===== src/rtl/tile_dirty_region_detector_unit_defines.svh =====
// Assertion macros of the tile dirty-region detector RTL, used by tdrd_tile_eval.
`ifndef TILE_DIRTY_REGION_DETECTOR_UNIT_DEFINES_SVH
`define TILE_DIRTY_REGION_DETECTOR_UNIT_DEFINES_SVH
`ifndef SYNTHESIS
// Checked on clk while out of reset.
`define TDRD_ASSERT(lbl, prop, msg) \
  lbl: assert property (@(posedge clk) disable iff (!rst_n) prop) else $error(msg);
// Checked on clk at every edge, reset included.
`define TDRD_ASSERT_ALWAYS(lbl, prop, msg) \
  lbl: assert property (@(posedge clk) prop) else $error(msg);
`else
`define TDRD_ASSERT(lbl, prop, msg)
`define TDRD_ASSERT_ALWAYS(lbl, prop, msg)
`endif
`endif


===== src/rtl/tdrd_pkg.sv =====
// Types and constants of the tile dirty-region detector.
package tdrd_pkg;

  localparam int unsigned PIX_W      = 8;
  localparam int unsigned COL_W      = 12;
  localparam int unsigned ROW_W      = 11;
  localparam int unsigned OFF_W      = 7;
  localparam int unsigned TCI_W      = 11;
  localparam int unsigned CNT_W      = 13;
  localparam int unsigned COORD_W    = 11;
  localparam int unsigned PROD_W     = 18;
  localparam int unsigned SCORE_W    = 18;
  localparam int unsigned SUM_W      = 10;
  localparam int unsigned FW_W       = 12;
  localparam int unsigned FH_W       = 12;
  localparam int unsigned TS_W       = 7;
  localparam int unsigned THR_W      = 8;
  localparam int unsigned THR3_W     = 10;
  localparam int unsigned TSQ_W      = 14;
  localparam int unsigned CFG_DATA_W = 12;
  localparam int unsigned CFG_IDX_W  = 2;

  localparam logic [FH_W-1:0]   FRAME_HEIGHT_MAX = 12'd2048;
  localparam logic [FW_W-1:0]   RST_FRAME_WIDTH  = 12'd1024;
  localparam logic [FH_W-1:0]   RST_FRAME_HEIGHT = 12'd768;
  localparam logic [TS_W-1:0]   RST_TILE_SIZE    = 7'd16;
  localparam logic [THR3_W-1:0] RST_THR3         = 10'd30;
  localparam logic [TSQ_W-1:0]  RST_TILE_SQ      = 14'd256;

  typedef enum logic [CFG_IDX_W-1:0] {
    CFG_FRAME_WIDTH      = 2'd0,
    CFG_FRAME_HEIGHT     = 2'd1,
    CFG_TILE_SIZE        = 2'd2,
    CFG_MOTION_THRESHOLD = 2'd3
  } cfg_idx_t;

  typedef struct packed {
    logic             frame_start;
    logic [PIX_W-1:0] cur_blue;
    logic [PIX_W-1:0] cur_green;
    logic [PIX_W-1:0] cur_red;
    logic [PIX_W-1:0] old_blue;
    logic [PIX_W-1:0] old_green;
    logic [PIX_W-1:0] old_red;
  } in_item_t;

  typedef struct packed {
    logic [COORD_W-1:0] region_x;
    logic [COORD_W-1:0] region_y;
    logic [CNT_W-1:0]   changed_count;
  } out_item_t;

  // Clamped working copies of the configuration registers.
  typedef struct packed {
    logic [FW_W-1:0]   width;
    logic [FH_W-1:0]   height;
    logic [TS_W-1:0]   tile;
    logic [THR3_W-1:0] thr3;
    logic [TSQ_W-1:0]  tile_sq;
  } cfg_t;

  // One pixel after position tracking and change detection.
  typedef struct packed {
    logic [TCI_W-1:0] tci;
    logic             first;
    logic             last;
    logic             changed;
    logic [ROW_W-1:0] origin_y;
  } pix_item_t;

endpackage


===== src/rtl/tdrd_front.sv =====
// Raster position tracking and per-pixel change detection (first stage).
module tdrd_front (
  input  logic                 clk,
  input  logic                 rst_n,
  input  logic                 accept,
  input  logic                 adv,
  input  tdrd_pkg::in_item_t   in_data,
  input  tdrd_pkg::cfg_t       cfg,
  output logic                 s1_valid,
  output tdrd_pkg::pix_item_t  s1_item
);

  logic [tdrd_pkg::COL_W-1:0] col_r, col_nxt, col_e;
  logic [tdrd_pkg::ROW_W-1:0] row_r, row_nxt, row_e;
  logic [tdrd_pkg::OFF_W-1:0] offx_r, offx_nxt, offx_e;
  logic [tdrd_pkg::OFF_W-1:0] offy_r, offy_nxt, offy_e;
  logic [tdrd_pkg::TCI_W-1:0] tci_r, tci_nxt, tci_e;
  logic [tdrd_pkg::OFF_W:0]   offx_inc, offy_inc, tile_ext;
  logic [tdrd_pkg::SUM_W-1:0] sum;
  logic                       col_wrap, row_wrap, offx_wrap, offy_wrap;
  logic                       s1_valid_r;
  tdrd_pkg::pix_item_t        s1_item_r, s1_item_nxt;

  function automatic logic [tdrd_pkg::PIX_W-1:0] abs_diff(
    input logic [tdrd_pkg::PIX_W-1:0] a,
    input logic [tdrd_pkg::PIX_W-1:0] b
  );
    abs_diff = (a > b) ? (a - b) : (b - a);
  endfunction

  always_comb begin
    // A frame start pixel restarts the raster before it is used.
    col_e  = in_data.frame_start ? '0 : col_r;
    row_e  = in_data.frame_start ? '0 : row_r;
    offx_e = in_data.frame_start ? '0 : offx_r;
    offy_e = in_data.frame_start ? '0 : offy_r;
    tci_e  = in_data.frame_start ? '0 : tci_r;

    offx_inc = {1'b0, offx_e} + 1'b1;
    offy_inc = {1'b0, offy_e} + 1'b1;
    tile_ext = {1'b0, cfg.tile};

    col_wrap  = ({1'b0, col_e} + 1'b1) >= {1'b0, cfg.width};
    row_wrap  = ({1'b0, row_e} + 1'b1) >= cfg.height;
    offx_wrap = offx_inc >= tile_ext;
    offy_wrap = offy_inc >= tile_ext;

    col_nxt  = col_e;
    row_nxt  = row_e;
    offx_nxt = offx_e;
    offy_nxt = offy_e;
    tci_nxt  = tci_e;
    if (col_wrap) begin
      col_nxt  = '0;
      offx_nxt = '0;
      tci_nxt  = '0;
      if (row_wrap) begin
        row_nxt  = '0;
        offy_nxt = '0;
      end else begin
        row_nxt  = row_e + 1'b1;
        offy_nxt = offy_wrap ? '0 : offy_inc[tdrd_pkg::OFF_W-1:0];
      end
    end else begin
      col_nxt = col_e + 1'b1;
      if (offx_wrap) begin
        offx_nxt = '0;
        tci_nxt  = tci_e + 1'b1;
      end else begin
        offx_nxt = offx_inc[tdrd_pkg::OFF_W-1:0];
      end
    end

    sum = tdrd_pkg::SUM_W'(abs_diff(in_data.cur_blue, in_data.old_blue))
        + tdrd_pkg::SUM_W'(abs_diff(in_data.cur_green, in_data.old_green))
        + tdrd_pkg::SUM_W'(abs_diff(in_data.cur_red, in_data.old_red));

    s1_item_nxt.tci     = tci_e;
    s1_item_nxt.first   = (offx_e == '0) && (offy_e == '0);
    s1_item_nxt.last    = (offx_inc == tile_ext) && (offy_inc == tile_ext);
    s1_item_nxt.changed = sum > cfg.thr3;
    s1_item_nxt.origin_y = (row_e >= tdrd_pkg::ROW_W'(offy_e)) ?
                           (row_e - tdrd_pkg::ROW_W'(offy_e)) : '0;
  end

  always_ff @(posedge clk) begin
    if (!rst_n) begin
      col_r      <= '0;
      row_r      <= '0;
      offx_r     <= '0;
      offy_r     <= '0;
      tci_r      <= '0;
      s1_valid_r <= 1'b0;
    end else begin
      if (accept) begin
        col_r  <= col_nxt;
        row_r  <= row_nxt;
        offx_r <= offx_nxt;
        offy_r <= offy_nxt;
        tci_r  <= tci_nxt;
      end
      if (adv) begin
        s1_valid_r <= accept;
      end
    end
  end

  always_ff @(posedge clk) begin
    if (adv) begin
      s1_item_r <= s1_item_nxt;
    end
  end

  assign s1_valid = s1_valid_r;
  assign s1_item  = s1_item_r;

endmodule


===== config.mk =====
export PLATFORM = sky130hd
export DESIGN_NAME = tdrd_front
export DESIGN_NICKNAME = d
export VERILOG_FILES = /design/src/rtl/tile_dirty_region_detector_unit_defines.svh /design/src/rtl/tdrd_pkg.sv /design/src/rtl/tdrd_front.sv
export SDC_FILE = /design/constraint.sdc
export NUM_CORES = 1
export LEC_CHECK = 0
export BUFFER_PORTS_ARGS = -buffer_cell sky130_fd_sc_hd__buf_4
export CAP_MARGIN = 10
export CELL_PAD_IN_SITES_DETAIL_PLACEMENT = 1
export CELL_PAD_IN_SITES_GLOBAL_PLACEMENT = 2
export CORE_MARGIN = 2
export CORE_UTILIZATION = 37
export DETAILED_ROUTE_END_ITERATION = 6
export GPL_TIMING_DRIVEN = 1
export PLACE_DENSITY_LB_ADDON = 0.1
export SLEW_MARGIN = 40
export SYNTH_ARGS = -nofsm -noshare
export SYNTH_HDL_FRONTEND = slang
export SYNTH_SLANG_ARGS = --single-unit

===== constraint.sdc =====
create_clock -name clk -period 15.78 [get_ports clk]
set_input_delay 1.578 -clock clk [delete_from_list [all_inputs] [get_ports clk]]
set_output_delay 1.578 -clock clk [all_outputs]
set_load 0.01 [all_outputs]

## Word level (Yosys, flattened, before mapping)

Index checks and enable logic that the tools add are counted.

| word-level totals | value |
|---|---|
| bits in registers | 74 |
| bits of input ports | 108 |
| output and inout bits | 26 |
| logic and storage cells | 60 |

| cells by class | value |
|---|---|
| $add $sub $neg | 16 |
| magnitude comparators | 9 |
| eq/ne operators | 2 |
| multiplexer cells | 18 |
| reductions and logical operators | 4 |

Operators with widths:

| cell | number |
|---|---|
| 11-bit two-way mux | 6 |
| 7-bit two-way mux | 7 |
| 8-bit subtractor | 6 |
| 8-bit > comparator | 3 |
| 12-bit two-way mux | 2 |
| 8-bit two-way mux | 3 |
| 11-bit by 1-bit adder with 11-bit output (second input constant) | 2 |
| 7-bit by 1-bit adder with 8-bit output (second input constant) | 2 |
| 8-bit by 7-bit equality test with 1-bit output | 2 |
| 8-bit by 7-bit greater-or-equal comparator with 1-bit output | 2 |
| 7-bit logical NOT | 2 |
| 12-bit by 1-bit adder with 13-bit output (second input constant) | 1 |
| 13-bit by 12-bit greater-or-equal comparator with 1-bit output | 1 |
| 11-bit by 1-bit adder with 12-bit output (second input constant) | 1 |
| 12-bit by 1-bit adder with 12-bit output (second input constant) | 1 |
| 12-bit greater-or-equal comparator | 1 |
| 11-bit by 7-bit greater-or-equal comparator with 1-bit output | 1 |
| 11-bit by 7-bit subtractor with 11-bit output | 1 |
| 9-bit by 8-bit adder with 10-bit output | 1 |
| 10-bit > comparator | 1 |
| 8-bit by 8-bit adder with 9-bit output | 1 |
| 1-bit logical AND | 2 |

## Longest topological paths before layout

| depth | value |
|---|---|
| word-level depth | 6 |
| mapped depth | 26 |
| mapped depth without buffers | 25 |

## Worst setup path before layout

Ideal clock, no wire load.

| path | value |
|---|---|
| path type | in2reg |
| start | input in_data[40] in the netlist's numbering |
| end | register s1_item_r (netlist bit s1_item[11]) (data pin) |
| library setup time | 261 ps |
| arrival | 6211 ps |
| required time | 15519 ps |
| slack | 9308 ps |
| cell stages on the path | 23 |
| path buffers | 1 |
| cells stage by stage | inv_1 > ha_1 > inv_1 > fa_1 > nand3_1 > a211oi_1 > o31ai_1 > buf_2 > mux2_2 > fa_1 > ha_1 > inv_1 > fa_1 > nor2b_1 > o21ai_0 > a21boi_0 > o21ai_0 > a21boi_0 > o21a_1 > ha_1 > a2111o_1 > o21ai_0 > a21oi_1 |

RTL lines:

| item | RTL line | text |
|---|---|---|
| start: declaration | tdrd_front.sv:7 | `input tdrd_pkg::in_item_t in_data,` |
| end signal: assignment | tdrd_front.sv:110 | `s1_item_r <= s1_item_nxt;` |
| end: declaration | tdrd_front.sv:22 | `tdrd_pkg::pix_item_t s1_item_r, s1_item_nxt;` |

==> flow_summary.yaml <==
power_and_ir_drop:
  irDropWorstVdd_mv: 0.0496
  powerDensity_nw_per_um2: 86.0
  power.leakage_nw: 4.41
timing:
  finalHoldViolCount: 0
  slew_viol_final: 0
  period_needed_ps: 6670
  finClkSkew_ps: 7.22
  max_freq_mhz: 150
  tns_ps: 0
  tightest_slew_ps: 751
  setup_viol: 0
  period_share_pct: 42.3
  whs_ps: 491
  max_slew_margin_pct: 49.7
  rsz0062_at_grt: "no"
floorplan:
  chipWidth_um: 149
  rows: 53
  core-area_um2: 20900
  initial_core_util_pct: 37.3
  io_pins: 134
  die-area_um2: 22300
  dieHeight_um: 149
hold_path:
  min_path_type: "register to register"
  hold_depth: 2
  whs_endpoint: "tci_r[5]"
  hold_start: "tci_r[5]"
detailed_routing:
  ant_nets: 0
  first_pass_iters: 4
  vias_per_cell: 5.19
  wl_um: 21000
  routedWlPerCell_um: 15.7
  route.detailed.drc: 0
  vias: 6954
  drtIter0Drc: 222
synth:
  syn_avg_cell_area_um2: 8.18
  syn-cell-area_um2: 7800
  synthesis.nets: 1192
  synth-seq-cells: 74
  synth_ff_type: "dfxtp_1"
  synthCells: 954
  synth-seq-area-share_pct: 22.2
  synth-warning-count: 0
  synthArstFlopShare_pct: 0
  synth_edf_count: 25
  synth_cell_types: 69
clock_network:
  cts.path.max_buffers: 2
  root_buffer: "clkbuf_16"
  cts.sinks: 74
  cts_max_level: 3
  tritoncts: "built"
  clkLatencyLatePin_ps: 340
  ctsHoldBuffers: 0
  numCtsBuffers: 9
  postCtsSetupBuffers: 0
  ctsResizeCount: 0
  clkTransAtPathRegs_ps: 60
setup_path:
  criticalPathCategory: "input port to register"
  cp.arrival_ps: 6750
  r2r_end: "col_r[11]"
  cp_data_required_time_ps: 15860
  reg2reg_from: "col_r[0]"
  crit_chain: "buf_4 -> inv_1 -> ha_1 -> inv_1 -> fa_1 -> nand3_1 -> a21oi_1 -> o31ai_4 -> mux2_2 -> fa_1 -> ha_1 -> inv_1 -> fa_1 -> nor2b_1 -> o21ai_0 -> a21boi_0 -> o21ai_0 -> a21boi_0 -> o21a_1 -> ha_1 -> a2111o_1 -> o21ai_0 -> a21oi_1"
  start_kind: "input port"
  path_max_fanout: 12
  crit_buf_inv: 4
  critPathCaptureType: "register"
  cpMaxStageDelayCell: "o31ai_4"
  worstRegToRegCells: 14
  path_delay_family: "compound AO/OA/AOI/OAI gates"
  cp_slowest_stage_delay_ps: 640
  r2r_slack_ps: 11720
global_routing:
  grt_pass1_vias: 7130
  grt_max_degree: 42
  grt_usage_pct: 19.6
  grt_pass1_wl_um: 35400
  grt_overflow: 0
  antenna_found_initial: 0
place:
  numPortBuffers: 119
  placedCellCount: 1323
  hpwl_um: 16700
  gp_congestion: 0.804
run_status:
  status: "complete, no violations"
flow_run:
  max-cap-violations: 0
cells_and_area:
  finish.utilization_pct: 44.4
  num_antenna_cells: 0
  final_cells: 1339
  regArea_um2: 1730
  area_growth_pct: 18.9
  drive_gt1_share_pct: 15.8
  nFillCells: 2565
  nets: 1297
  multi_input_area_um2: 5460
how the worst max path moves through the flow:
stage / startpoint / to / slack (ps) / depth (start not counted)
floorplan: in_data[40] / s1_item[11] / 9310 / 23
global placement: in_data[32] / s1_item[11] / 8510 / 23
detailed placement: in_data[32] / s1_item[11] / 8730 / 23
CTS: in_data[32] / s1_item[11] / 9100 / 23
global route: in_data[32] / s1_item[11] / 8660 / 23
finish: in_data[32] / s1_item[11] / 9110 / 23
cells in the final DEF (no fill, tap or decap), types with 7 or more instances in the layout:
| master | instances |
|---|---|
| a211oi_1 | 11 |
| inv_1 | 131 |
| xnor2_1 | 30 |
| and3_1 | 13 |
| o21ai_0 | 27 |
| buf_4 | 125 |
| mux2_2 | 9 |
| nor2b_1 | 31 |
| fa_1 | 16 |
| mux2i_1 | 18 |
| a22o_1 | 11 |
| nand3_1 | 42 |
| nand4_1 | 23 |
| a32o_1 | 7 |
| xor2_1 | 20 |
| clkbuf_16 | 9 |
| nand2_1 | 71 |
| nor3_1 | 14 |
| a21o_1 | 15 |
| nor2_1 | 67 |
| o211ai_1 | 12 |
| a21oi_1 | 53 |
| ha_1 | 114 |
| edfxtp_1 | 25 |
| o21a_1 | 11 |
| dfxtp_1 | 49 |
| nand2b_1 | 11 |
sequential cells by signal, indices dropped and copies added, names as in the netlist:
register and cells:
col_r 12, offx_r 7, offy_r 7, row_r 11, s1_item 25, s1_valid 1, tci_r 11
metal layers:
metal | vias to the layer above | global-route usage (%) | part of all wire (%)
met1 | 3295 | 25.3 | 48
met2 | 104 | 34.7 | 48
met3 | 10 | 3.06 | 3.3
met5 | - | 0 | 0
li1 | 3545 | - | -
met4 | 0 | 3.57 | 0.68
through the flow:
stage | instance area (um^2) | worst slack (ps) | total power, mW
finish | 9270 | 9110 | 0.798
global route | 9270 | 8660 | 0.870
CTS | 9250 | 9100 | 0.812
detailed placement | 8960 | 8730 | 0.601
global placement | 8950 | 8510 | 0.595
floorplan | 7800 | 9310 | 0.492
worst reg2reg max path: stages, from the launching register on:
cell and delay, ps:
dfxtp_1 370, nor2b_1 240, ha_1 240, nand3_1 200, nor4_1 410, xnor2_1 160, nor2_1 70, ha_1 310
and3_1 190, and3_1 170, a32o_1 330, nor2_2 360, buf_4 310, or4b_1 460, a21oi_1 140
power by group:
group / switching (mW) / internal (mW) / total (mW)
clock: 0.0851 / 0.122 / 0.207
combinational: 0.205 / 0.179 / 0.384
sequential: 0.00267 / 0.204 / 0.207
total: 0.292 / 0.505 / 0.798
cell type report:
class / count / share of cell area, %
Multi-Input combinational cell: 716 / 58.9
Sequential cell: 74 / 18.7
Timing Repair Buffer: 125 / 10.1
Inverter: 133 / 5.38
Tap cell: 275 / 3.71
Clock buffer: 9 / 2.43
Clock inverter: 7 / 0.756
cells by family (layout without fill, tap and decap cells):
family	Yosys count	in the layout	synth area share [%]
multiplexers	27	27	3.61
XOR/XNOR	50	50	5.61
AO/OA/AOI/OAI	190	190	16.7
flip-flops	74	74	22.2
buffers and inverters	164	274	8.28
AND/OR/NAND/NOR	319	319	21.2
adder cells (fa/ha/maj)	130	130	22.4
cells in the mapped netlist, types with 11 or more instances:
| library cell | count | share of area (%) |
|---|---|---|
| a211oi_1 | 11 | 1.1 |
| a21o_1 | 15 | 1.4 |
| a21oi_1 | 53 | 3.4 |
| a22o_1 | 11 | 1.2 |
| and3_1 | 13 | 1.0 |
| clkbuf_1 | 15 | 0.72 |
| dfxtp_1 | 49 | 13 |
| edfxtp_1 | 25 | 9.6 |
| fa_1 | 16 | 4.1 |
| ha_1 | 114 | 18 |
| inv_1 | 133 | 6.4 |
| mux2i_1 | 18 | 2.3 |
| nand2_1 | 71 | 3.4 |
| nand2b_1 | 11 | 0.88 |
| nand3_1 | 42 | 2.7 |
| nand4_1 | 23 | 1.8 |
| nor2_1 | 67 | 3.2 |
| nor2b_1 | 31 | 2.5 |
| nor3_1 | 15 | 0.96 |
| o211ai_1 | 12 | 1.2 |
| o21a_1 | 11 | 1.1 |
| o21ai_0 | 27 | 1.7 |
| xnor2_1 | 30 | 3.4 |
| xor2_1 | 20 | 2.2 |
Power figures use the tool's default switching activity.
