$ cat src/rtl/tile_dirty_region_detector_unit_defines.svh
// Assertion macros of the tile dirty-region detector RTL, used by tdrd_tile_eval.
`ifndef TILE_DIRTY_REGION_DETECTOR_UNIT_DEFINES_SVH
`define TILE_DIRTY_REGION_DETECTOR_UNIT_DEFINES_SVH
`ifndef SYNTHESIS
// Checked on clk while out of reset.
`define TDRD_ASSERT(lbl, prop, msg) \
  lbl: assert property (@(posedge clk) disable iff (!rst_n) prop) else $error(msg);
// Checked on clk at every edge, reset included.
`define TDRD_ASSERT_ALWAYS(lbl, prop, msg) \
  lbl: assert property (@(posedge clk) prop) else $error(msg);
`else
`define TDRD_ASSERT(lbl, prop, msg)
`define TDRD_ASSERT_ALWAYS(lbl, prop, msg)
`endif
`endif

$ cat src/rtl/tdrd_pkg.sv
// Types and constants of the tile dirty-region detector.
package tdrd_pkg;

  localparam int unsigned PIX_W      = 8;
  localparam int unsigned COL_W      = 12;
  localparam int unsigned ROW_W      = 11;
  localparam int unsigned OFF_W      = 7;
  localparam int unsigned TCI_W      = 11;
  localparam int unsigned CNT_W      = 13;
  localparam int unsigned COORD_W    = 11;
  localparam int unsigned PROD_W     = 18;
  localparam int unsigned SCORE_W    = 18;
  localparam int unsigned SUM_W      = 10;
  localparam int unsigned FW_W       = 12;
  localparam int unsigned FH_W       = 12;
  localparam int unsigned TS_W       = 7;
  localparam int unsigned THR_W      = 8;
  localparam int unsigned THR3_W     = 10;
  localparam int unsigned TSQ_W      = 14;
  localparam int unsigned CFG_DATA_W = 12;
  localparam int unsigned CFG_IDX_W  = 2;

  localparam logic [FH_W-1:0]   FRAME_HEIGHT_MAX = 12'd2048;
  localparam logic [FW_W-1:0]   RST_FRAME_WIDTH  = 12'd1024;
  localparam logic [FH_W-1:0]   RST_FRAME_HEIGHT = 12'd768;
  localparam logic [TS_W-1:0]   RST_TILE_SIZE    = 7'd16;
  localparam logic [THR3_W-1:0] RST_THR3         = 10'd30;
  localparam logic [TSQ_W-1:0]  RST_TILE_SQ      = 14'd256;

  typedef enum logic [CFG_IDX_W-1:0] {
    CFG_FRAME_WIDTH      = 2'd0,
    CFG_FRAME_HEIGHT     = 2'd1,
    CFG_TILE_SIZE        = 2'd2,
    CFG_MOTION_THRESHOLD = 2'd3
  } cfg_idx_t;

  typedef struct packed {
    logic             frame_start;
    logic [PIX_W-1:0] cur_blue;
    logic [PIX_W-1:0] cur_green;
    logic [PIX_W-1:0] cur_red;
    logic [PIX_W-1:0] old_blue;
    logic [PIX_W-1:0] old_green;
    logic [PIX_W-1:0] old_red;
  } in_item_t;

  typedef struct packed {
    logic [COORD_W-1:0] region_x;
    logic [COORD_W-1:0] region_y;
    logic [CNT_W-1:0]   changed_count;
  } out_item_t;

  // Clamped working copies of the configuration registers.
  typedef struct packed {
    logic [FW_W-1:0]   width;
    logic [FH_W-1:0]   height;
    logic [TS_W-1:0]   tile;
    logic [THR3_W-1:0] thr3;
    logic [TSQ_W-1:0]  tile_sq;
  } cfg_t;

  // One pixel after position tracking and change detection.
  typedef struct packed {
    logic [TCI_W-1:0] tci;
    logic             first;
    logic             last;
    logic             changed;
    logic [ROW_W-1:0] origin_y;
  } pix_item_t;

endpackage

$ cat src/rtl/tdrd_tile_eval.sv
// Tile bounds, count read-modify-write, dirty test and output register.
`include "tile_dirty_region_detector_unit_defines.svh"

module tdrd_tile_eval #(
  parameter int unsigned MAX_FRAME_WIDTH = 2048
) (
  input  logic                              clk,
  input  logic                              rst_n,
  input  tdrd_pkg::cfg_t                    cfg,
  input  logic                              s1_valid,
  input  tdrd_pkg::pix_item_t               s1_item,
  output logic                              adv,
  output logic                              rd_en,
  output logic [$clog2(MAX_FRAME_WIDTH)-1:0] rd_addr,
  input  logic [tdrd_pkg::CNT_W-1:0]        rd_data,
  output logic                              wr_en,
  output logic [$clog2(MAX_FRAME_WIDTH)-1:0] wr_addr,
  output logic [tdrd_pkg::CNT_W-1:0]        wr_data,
  output logic                              out_valid,
  input  logic                              out_stall,
  output tdrd_pkg::out_item_t               out_data
);

  localparam int unsigned ADDR_W = $clog2(MAX_FRAME_WIDTH);

  // Second stage: product and bounds, count read in flight.
  logic                          v2_r;
  logic [tdrd_pkg::PROD_W-1:0]   prod2_r;
  logic                          y_ok2_r, x_lim2_r, first2_r, last2_r, changed2_r;
  logic [ADDR_W-1:0]             addr2_r;
  logic [tdrd_pkg::ROW_W-1:0]    oy2_r;
  // Third stage: updated count of a completed tile.
  logic                          v3_r;
  logic [tdrd_pkg::CNT_W-1:0]    cnt3_r;
  logic [tdrd_pkg::COORD_W-1:0]  rx3_r, ry3_r;
  // Output register.
  logic                          out_valid_r;
  tdrd_pkg::out_item_t           out_data_r;

  logic [tdrd_pkg::PROD_W-1:0]   prod1;
  logic                          y_ok1, x_lim1;
  logic                          whole2;
  logic [tdrd_pkg::CNT_W-1:0]    cnt2;
  logic [tdrd_pkg::SCORE_W-1:0]  score3;
  logic                          emit3;

  assign adv = !out_valid_r || !out_stall;

  always_comb begin
    prod1  = tdrd_pkg::PROD_W'(s1_item.tci) * tdrd_pkg::PROD_W'(cfg.tile);
    y_ok1  = (tdrd_pkg::FH_W'(s1_item.origin_y) + tdrd_pkg::FH_W'(cfg.tile)) <= cfg.height;
    x_lim1 = 32'(s1_item.tci) < MAX_FRAME_WIDTH;

    whole2 = x_lim2_r && y_ok2_r &&
             (({1'b0, prod2_r} + (tdrd_pkg::PROD_W + 1)'(cfg.tile)) <=
              (tdrd_pkg::PROD_W + 1)'(cfg.width));
    cnt2   = first2_r ? tdrd_pkg::CNT_W'(changed2_r)
                      : rd_data + tdrd_pkg::CNT_W'(changed2_r);

    // count * 20 against tile_size squared: the exact 5 percent test.
    score3 = (tdrd_pkg::SCORE_W'(cnt3_r) << 4) + (tdrd_pkg::SCORE_W'(cnt3_r) << 2);
    emit3  = v3_r && (score3 > tdrd_pkg::SCORE_W'(cfg.tile_sq));
  end

  assign rd_en   = adv && s1_valid;
  assign rd_addr = ADDR_W'(s1_item.tci);
  assign wr_en   = adv && v2_r && whole2;
  assign wr_addr = addr2_r;
  assign wr_data = cnt2;

  always_ff @(posedge clk) begin
    if (!rst_n) begin
      v2_r        <= 1'b0;
      v3_r        <= 1'b0;
      out_valid_r <= 1'b0;
    end else if (adv) begin
      v2_r        <= s1_valid;
      v3_r        <= v2_r && whole2 && last2_r;
      out_valid_r <= emit3;
    end
  end

  always_ff @(posedge clk) begin
    if (adv) begin
      prod2_r    <= prod1;
      y_ok2_r    <= y_ok1;
      x_lim2_r   <= x_lim1;
      first2_r   <= s1_item.first;
      last2_r    <= s1_item.last;
      changed2_r <= s1_item.changed;
      addr2_r    <= ADDR_W'(s1_item.tci);
      oy2_r      <= s1_item.origin_y;
      cnt3_r     <= cnt2;
      rx3_r      <= prod2_r[tdrd_pkg::COORD_W-1:0];
      ry3_r      <= tdrd_pkg::COORD_W'(oy2_r);
      out_data_r.region_x      <= rx3_r;
      out_data_r.region_y      <= ry3_r;
      out_data_r.changed_count <= cnt3_r;
    end
  end

  assign out_valid = out_valid_r;
  assign out_data  = out_data_r;

  `TDRD_ASSERT_ALWAYS(a_reset_clears_out, !rst_n |=> !out_valid_r, "out_valid after reset")
  `TDRD_ASSERT(a_fwd_same_entry, $past(wr_en) && $past(rd_en) && ($past(wr_addr) == $past(rd_addr)) |-> rd_data == $past(wr_data), "count forwarding missed")
  `TDRD_ASSERT(a_wr_in_range, wr_en |-> 32'(wr_addr) < MAX_FRAME_WIDTH, "count write beyond tile columns")
  `TDRD_ASSERT(a_result_from_tile, $rose(out_valid_r) |-> $past(v3_r), "result without completed tile")
  `TDRD_ASSERT(a_result_nonzero, out_valid_r |-> out_data_r.changed_count != '0, "dirty tile with no changed pixel")

endmodule

$ cat config.mk
export PLATFORM = sky130hd
export DESIGN_NAME = tdrd_tile_eval
export DESIGN_NICKNAME = d
export VERILOG_FILES = /design/src/rtl/tdrd_pkg.sv /design/src/rtl/tdrd_tile_eval.sv
export VERILOG_INCLUDE_DIRS = /design/src /design/src/rtl
export SDC_FILE = /design/constraint.sdc
export NUM_CORES = 1
export LEC_CHECK = 0
export ABC_CLOCK_PERIOD_IN_PS = 7000
export BUFFER_PORTS_ARGS = -buffer_cell sky130_fd_sc_hd__buf_2
export CORE_ASPECT_RATIO = 0.9
export CORE_MARGIN = 3
export CORE_UTILIZATION = 30
export DETAILED_ROUTE_END_ITERATION = 10
export GPL_TIMING_DRIVEN = 0
export HOLD_SLACK_MARGIN = 0.02
export MAX_ROUTING_LAYER = met4
export PLACE_DENSITY = 0.53
export SLEW_MARGIN = 20
export SYNTH_ARGS = -nofsm -noshare
export SYNTH_HDL_FRONTEND = slang
export SYNTH_SLANG_ARGS = --single-unit
$ cat constraint.sdc
create_clock -name clk -period 7 [get_ports clk]
set_input_delay 0.35 -clock clk [delete_from_list [all_inputs] [get_ports clk]]
set_output_delay 0.35 -clock clk [all_outputs]
set_load 0.1 [all_outputs]
Word-level counts from Yosys, hierarchy flattened
Index checks and enable logic that the tools add are counted.
{"block": "totals", "regBits": 117, "elab_cells": 35}
{"block": "op_classes", "addsub": 4, "n_mul": 1, "magnitude_cmp": 3, "n_mux": 1, "reduce_logical": 10}
{"cell": "18-bit by 7-bit adder with 19-bit output", "n": 1}
{"cell": "19-bit by 12-bit <= comparator with 1-bit output", "n": 1}
{"cell": "17-bit by 15-bit adder with 18-bit output", "n": 1}
{"cell": "18-bit by 14-bit greater-than comparator with 1-bit output", "n": 1}
{"cell": "11-bit by 7-bit multiplier with 18-bit output", "n": 1}
{"cell": "13-bit by 1-bit adder with 13-bit output", "n": 1}
{"cell": "13-bit 2-to-1 mux", "n": 1}
{"cell": "11-bit by 7-bit adder with 12-bit output", "n": 1}
{"cell": "12-bit <= comparator", "n": 1}
{"cell": "1-bit logical AND", "n": 7}
{"cell": "1-bit logical NOT", "n": 2}
{"cell": "1-bit logical OR", "n": 1}

Longest topological paths before layout
{"block": "logic_depth", "depth_word": 5, "mapped_depth": 17, "mapped_depth_nobuf": 16}

Worst setup path after synthesis
OpenSTA, ideal clock, no wires.
{"block": "synth_timing", "path_kind": "reg2out", "from": "reg out_valid_r, in the netlist out_valid", "to": "out wr_en", "arrival_ns": 5.951, "required_time_ns": 6.650, "setup_slack_ns": 0.699, "stages_incl_launch_ff": 7, "path_cell_list": "dfxtp_1 > nand2_1 > nand3_1 > nor2_1 > o2111a_1 > o22ai_1 > nor2_1"}
{"block": "synth_via", "elab_chain_cells": 4}
{"element": "from (decl)", "line_no": "tdrd_tile_eval.sv:37", "source": "logic out_valid_r;"}
{"element": "from (signal assigned)", "line_no": "tdrd_tile_eval.sv:79", "source": "out_valid_r <= emit3;"}
{"element": "1-bit logical NOT", "line_no": "tdrd_tile_eval.sv:47", "source": "assign adv = !out_valid_r || !out_stall;"}
{"element": "1-bit logical OR", "line_no": "tdrd_tile_eval.sv:47"}
{"element": "net adv", "line_no": "tdrd_tile_eval.sv:12", "source": "output logic adv,"}
{"element": "1-bit logical AND (2 in a row)", "line_no": "tdrd_tile_eval.sv:67", "source": "assign wr_en = adv && v2_r && whole2;"}
{"element": "to (decl)", "line_no": "tdrd_tile_eval.sv:16", "source": "output logic wr_en,"}
The timed path passes the listed nets, and every way through them passes these cells.

Worst setup path after layout
{"block": "layout_timing", "from": "in cfg[30] in the netlist's numbering", "to": "reg prod2_r[16] in the netlist's numbering (data pin)"}
{"block": "layout_via", "elab_chain_cells": 1}
{"element": "from (decl)", "line_no": "tdrd_tile_eval.sv:9", "source": "input tdrd_pkg::cfg_t cfg,"}
{"element": "11-bit by 7-bit multiplier with 18-bit output", "line_no": "tdrd_tile_eval.sv:50", "source": "prod1 = tdrd_pkg::PROD_W'(s1_item.tci) * tdrd_pkg::PROD_W'(cfg.tile);"}
{"element": "net prod1 (one bit)", "line_no": "tdrd_tile_eval.sv:40", "source": "logic [tdrd_pkg::PROD_W-1:0] prod1;"}
{"element": "to (signal assigned)", "line_no": "tdrd_tile_eval.sv:85", "source": "prod2_r <= prod1;"}
{"element": "to (decl)", "line_no": "tdrd_tile_eval.sv:28", "source": "logic [tdrd_pkg::PROD_W-1:0] prod2_r;"}
The timed path passes the listed nets, and every way through them passes these cells.
A chain may end at the register's enable or synchronous reset.

==> results <==
- Based on the critical path, the design can be clocked at up to 209 MHz.
- After clock tree synthesis, the clock-pin slew on the worst setup and hold paths is 0.06 ns.
- Of the total power, the share spent switching nets is 0.422.
- The critical path is of the in -> reg type.
- At the worst endpoint, the required time is 7.17 ns.
- Using the TritonRoute via totals, the vias-per-cell ratio works out to 4.57.
- Of the total power, the clock network draws 0.261.
- The clock period could shrink to 4.79 ns.
- Post-CTS repair changed the size of 0 cells.
- The detailed router placed 6113 vias in this run.
- The number of clock sinks is 117.
- Pin placement for this block handled 171 I/O pins.
- The die width is 184 um.
- Counting distinct cell types in the post-synthesis netlist gives 59.
- The share of synthesized area in the top cell type comes to 0.398.
- The launch point of the worst hold path is s1_item[12].
- Dividing total power by cell area gives a power density of 314 nW/um^2.
- The critical-path maximum fanout is 10.
- The number of placed instances, taps included, is 1305.
- The net count of the finished layout is 1207.
- At the later pin of the worst-skew pair, clock insertion delay measures 0.41 ns.
- TritonCTS built the clock tree.
- After detailed routing, the number of remaining DRC violations is 0.
- The initial standard-cell utilization of the core is 0.306.
- By area, the combinational part of the netlist is dominated by adder cells.
- The maximum clock insertion buffer count is 2.
- The mean instance size in the synthesized netlist is 11.0 um^2.
- The maximum number of pins on one net before global-route repair is 47.
- Of all cell types, the one taking the most synthesized area is edfxtp_1.
- The initial antenna violation count is 1.
- Setup repair after global routing left no endpoint under its margin.
- After synthesis, the most frequently instantiated cells are edfxtp_1, inv_1, ha_1.
- The fraction of the mapped netlist area in simple logic gates is 0.127.
- STA puts the critical path data arrival time at 4.96 ns.
- The most used flip-flop cell after synthesis is edfxtp_1.
- The slack of the worst reg-to-reg path is 3.33 ns.
- The area growth from synthesis to layout is 21.9%.
- The H-tree generated during clock tree synthesis spans 4 levels.
- The fraction of final layout cells with drive strength greater than 1 is 0.227.
- The flow ran to the end, and the final reports show no timing, DRC or antenna violations.
- The mapped netlist covers 8600 um^2.
- The endpoint type of the worst setup path is a flip-flop.
- The adder-cell share of the synthesized area is 0.254.
- Across the VDD grid, the largest voltage drop is 0.183 mV.
- The part of the power in registers is 0.307.
- The share of flip-flops with an asynchronous set or reset is 0.
- The core region is 28100 um^2.
- The net count after synthesis is 1026.
- The Yosys step of the flow raised 0 warnings.
- The xor-xnor portion of the synthesized cell area is 0.0438.
- In this run the critical register-to-register path is launched from cnt3_r[0]$_DFFE_PN_.
- After detailed routing, the total wire length is 19600 um.
- The total overflow left after global routing is 0.
- In this run the static leakage power is 4.86 nW.
- The transition time at the pin with the least slew margin is 0.515 ns.
- In the final timing run, aggregate negative setup slack is 0 ns.
- The area of the die is 30700 um^2.
- Cell internal power was estimated by the tool at 1.90 mW.
- For this run, the total global-route usage over all layers was measured as 0.134.
- The number of iterations in the first detailed-routing pass is 4.
- The area fraction in compound gates after synthesis came to 0.106.
- The tightest min-delay check is of the in -> reg type.
- The via count of the first global-routing pass is 6117.
- Counting instances, the worst hold path has a depth of 1.
- The routed length per instance is 14.7 um.
- CTS placed an instance of clkbuf_16 at the clock tree root.
- Yosys instantiated no cell more often than edfxtp_1.
- The cell row count is 58.
- The total of buffers placed on input and output ports is 160.
- In this run, post-CTS hold repair placed 0 buffers.
- The number of synthesized flops with an enable pin is 114.
- The slowest stage of the critical path is the fa_1 cell.
- Summed over all nets, the switching power comes to 1.39 mW.
- The number of max-slew violations in the final report is 0.
- Dividing the final minimum period by the clock period gives 0.684.
- Between clock sinks in the finished design, the worst skew comes to 0.00941 ns.
- The number of clock buffers added by TritonCTS is 17.
- The violation count after the first detailed-route iteration is 314.
- Ranked by total cell area, the synthesized netlist is headed by edfxtp_1, ha_1, fa_1, inv_1, and2_1.
- In this run the critical register-to-register path is captured at out_valid$_SDFFE_PN0N_.
- The number of nets still failing antenna checks after routing is 0.
- The sum of internal, switching and leakage power is 3.30 mW.
- The total setup buffers inserted after CTS is 0.
- The critical path goes through buf_2, clkbuf_1, and2_1, fa_1, fa_1, fa_1, inv_1, fa_1, inv_1, ha_1, a2111oi_4, o21ai_2, a41oi_2, o211ai_1, a21oi_1, xnor2_1.
- The share of power burned in combinational logic is 0.432.
- The startpoint type of the worst setup path is a primary input.
- The buffering stage count on the worst path with inverters included is 4.
- The global-route wire length before repair is 31800 um.
- The cell family contributing the most delay on the critical path is adder cells.
- Counting every instance in the synthesized netlist gives 783.
- The number of failing setup endpoints in the final timing report is 0.
- From bottom edge to top edge, the die measures 167 um.
- Of the synthesized area, sequential elements account for 0.405.
- At the end of routability-driven placement, the weighted congestion stood at 0.859.
- The synthesized design contains 117 register bits.
- The fill cell instance count of the final layout is 2813.
- The worst min-delay path endpoint is last2_r$_DFFE_PN_.
- The worst register-to-register path has a depth of 15.
- The most numerous cell type found on the critical path is fa_1.
- After synthesis, the share of cell area in mux cells is 0.00262.
- The number of hold violations in the final report is 0.
- The worst pin sits at a relative slew slack of 0.657.
- The final standard cell count with taps included and fillers excluded is 1338.
- The number of max-cap violations is 0.
- Summed over all nets, the half-perimeter wirelength after detailed placement is 15200 um.
- The largest single stage delay on the critical path is 0.55 ns.
-- placed cells by master (no fill, tap or decap), drive strengths merged, types with 11 or more instances in the layout --
cell / netlist / routed
fa: 47 / 47
ha: 99 / 99
and2: 48 / 48
inv: 113 / 123
nor2: 34 / 34
nand4: 12 / 12
clkbuf: 8 / 25
nand3: 16 / 16
edfxtp: 114 / 114
a21oi: 37 / 37
o21ai: 31 / 31
xor2: 11 / 11
buf: 11 / 173
xnor2: 32 / 32
a211oi: 11 / 11
nand2: 54 / 54
nor3: 12 / 12
-- power by group through the flow --
| stage | combinational (mW) | clock, mW | sequential (mW) |
|---|---|---|---|
| after floorplan | 0.878 | 0 | 1.28 |
| after global placement | 1.42 | 0 | 1.02 |
| after detailed placement | 1.43 | 0 | 1.03 |
| after CTS | 1.45 | 0.893 | 1.01 |
| after global routing | 1.59 | 0.919 | 1.03 |
| final | 1.42 | 0.861 | 1.01 |
-- flip-flops by register name, summed over array words and instances, names as in the netlist --
| register | flops |
|---|---|
| out_data | 35 |
| prod2_r | 18 |
| cnt3_r | 13 |
| oy2_r | 11 |
| rx3_r | 11 |
| ry3_r | 11 |
| wr_addr | 11 |
| changed2_r | 1 |
| first2_r | 1 |
| last2_r | 1 |
| out_valid | 1 |
| v2_r | 1 |
| v3_r | 1 |
| y_ok2_r | 1 |
-- kinds of logic after synthesis --
logic type      count (synthesis)
xor+xnor                       43
compound gates                132
fa+ha+maj                     146
mux                             2
flops                         117
simple gates                  211
buf+inv                       132
-- metal layers --
layer | GRT usage | share of wire | up-vias
met2 | 0.203 | 0.45 | 112
li1 | - | - | 3091
met4 | 0.0398 | 0.018 | 0
met5 | - | 0 | -
met3 | 0.0201 | 0.035 | 20
met1 | 0.187 | 0.50 | 2890
-- worst max-delay path by stage --
stage	start	to	slack, ns	cells past startpoint
after global placement	out_stall	wr_en	0.98	8
after detailed placement	cfg[29]	prod2_r[16]$_DFFE_PN_	1.77	16
after CTS	cfg[29]	prod2_r[16]$_DFFE_PN_	2.18	16
after global routing	cfg[29]	prod2_r[16]$_DFFE_PN_	1.94	16
final	cfg[30]	prod2_r[16]$_DFFE_PN_	2.21	16
after floorplan	out_valid$_SDFFE_PN0N_	wr_en	0.70	6
-- stage by stage --
step,utilization,area [um^2],hold slack (ns),worst slack [ns]
after floorplan,-,8600,0.400,0.699
after global placement,0.351,9850,0.401,0.979
after detailed placement,0.353,9900,0.405,1.77
after CTS,0.373,10500,0.0935,2.18
after global routing,0.373,10500,0.0967,1.94
final,0.373,10500,0.115,2.21
-- layout make-up --
cell class                 count  area [um^2]  share of cell area
multi-input combinational    534         4580               0.437
sequential                   117         3480               0.332
timing repair buffer         162          848              0.0809
tap                          360          450              0.0430
clock buffer                  17          425              0.0406
inverter                     113          424              0.0405
clock inverter                15          153              0.0146
buffer                        19          113              0.0107
antenna                        1         2.50            0.000239
Note: power is estimated with default switching activity, not from simulation.
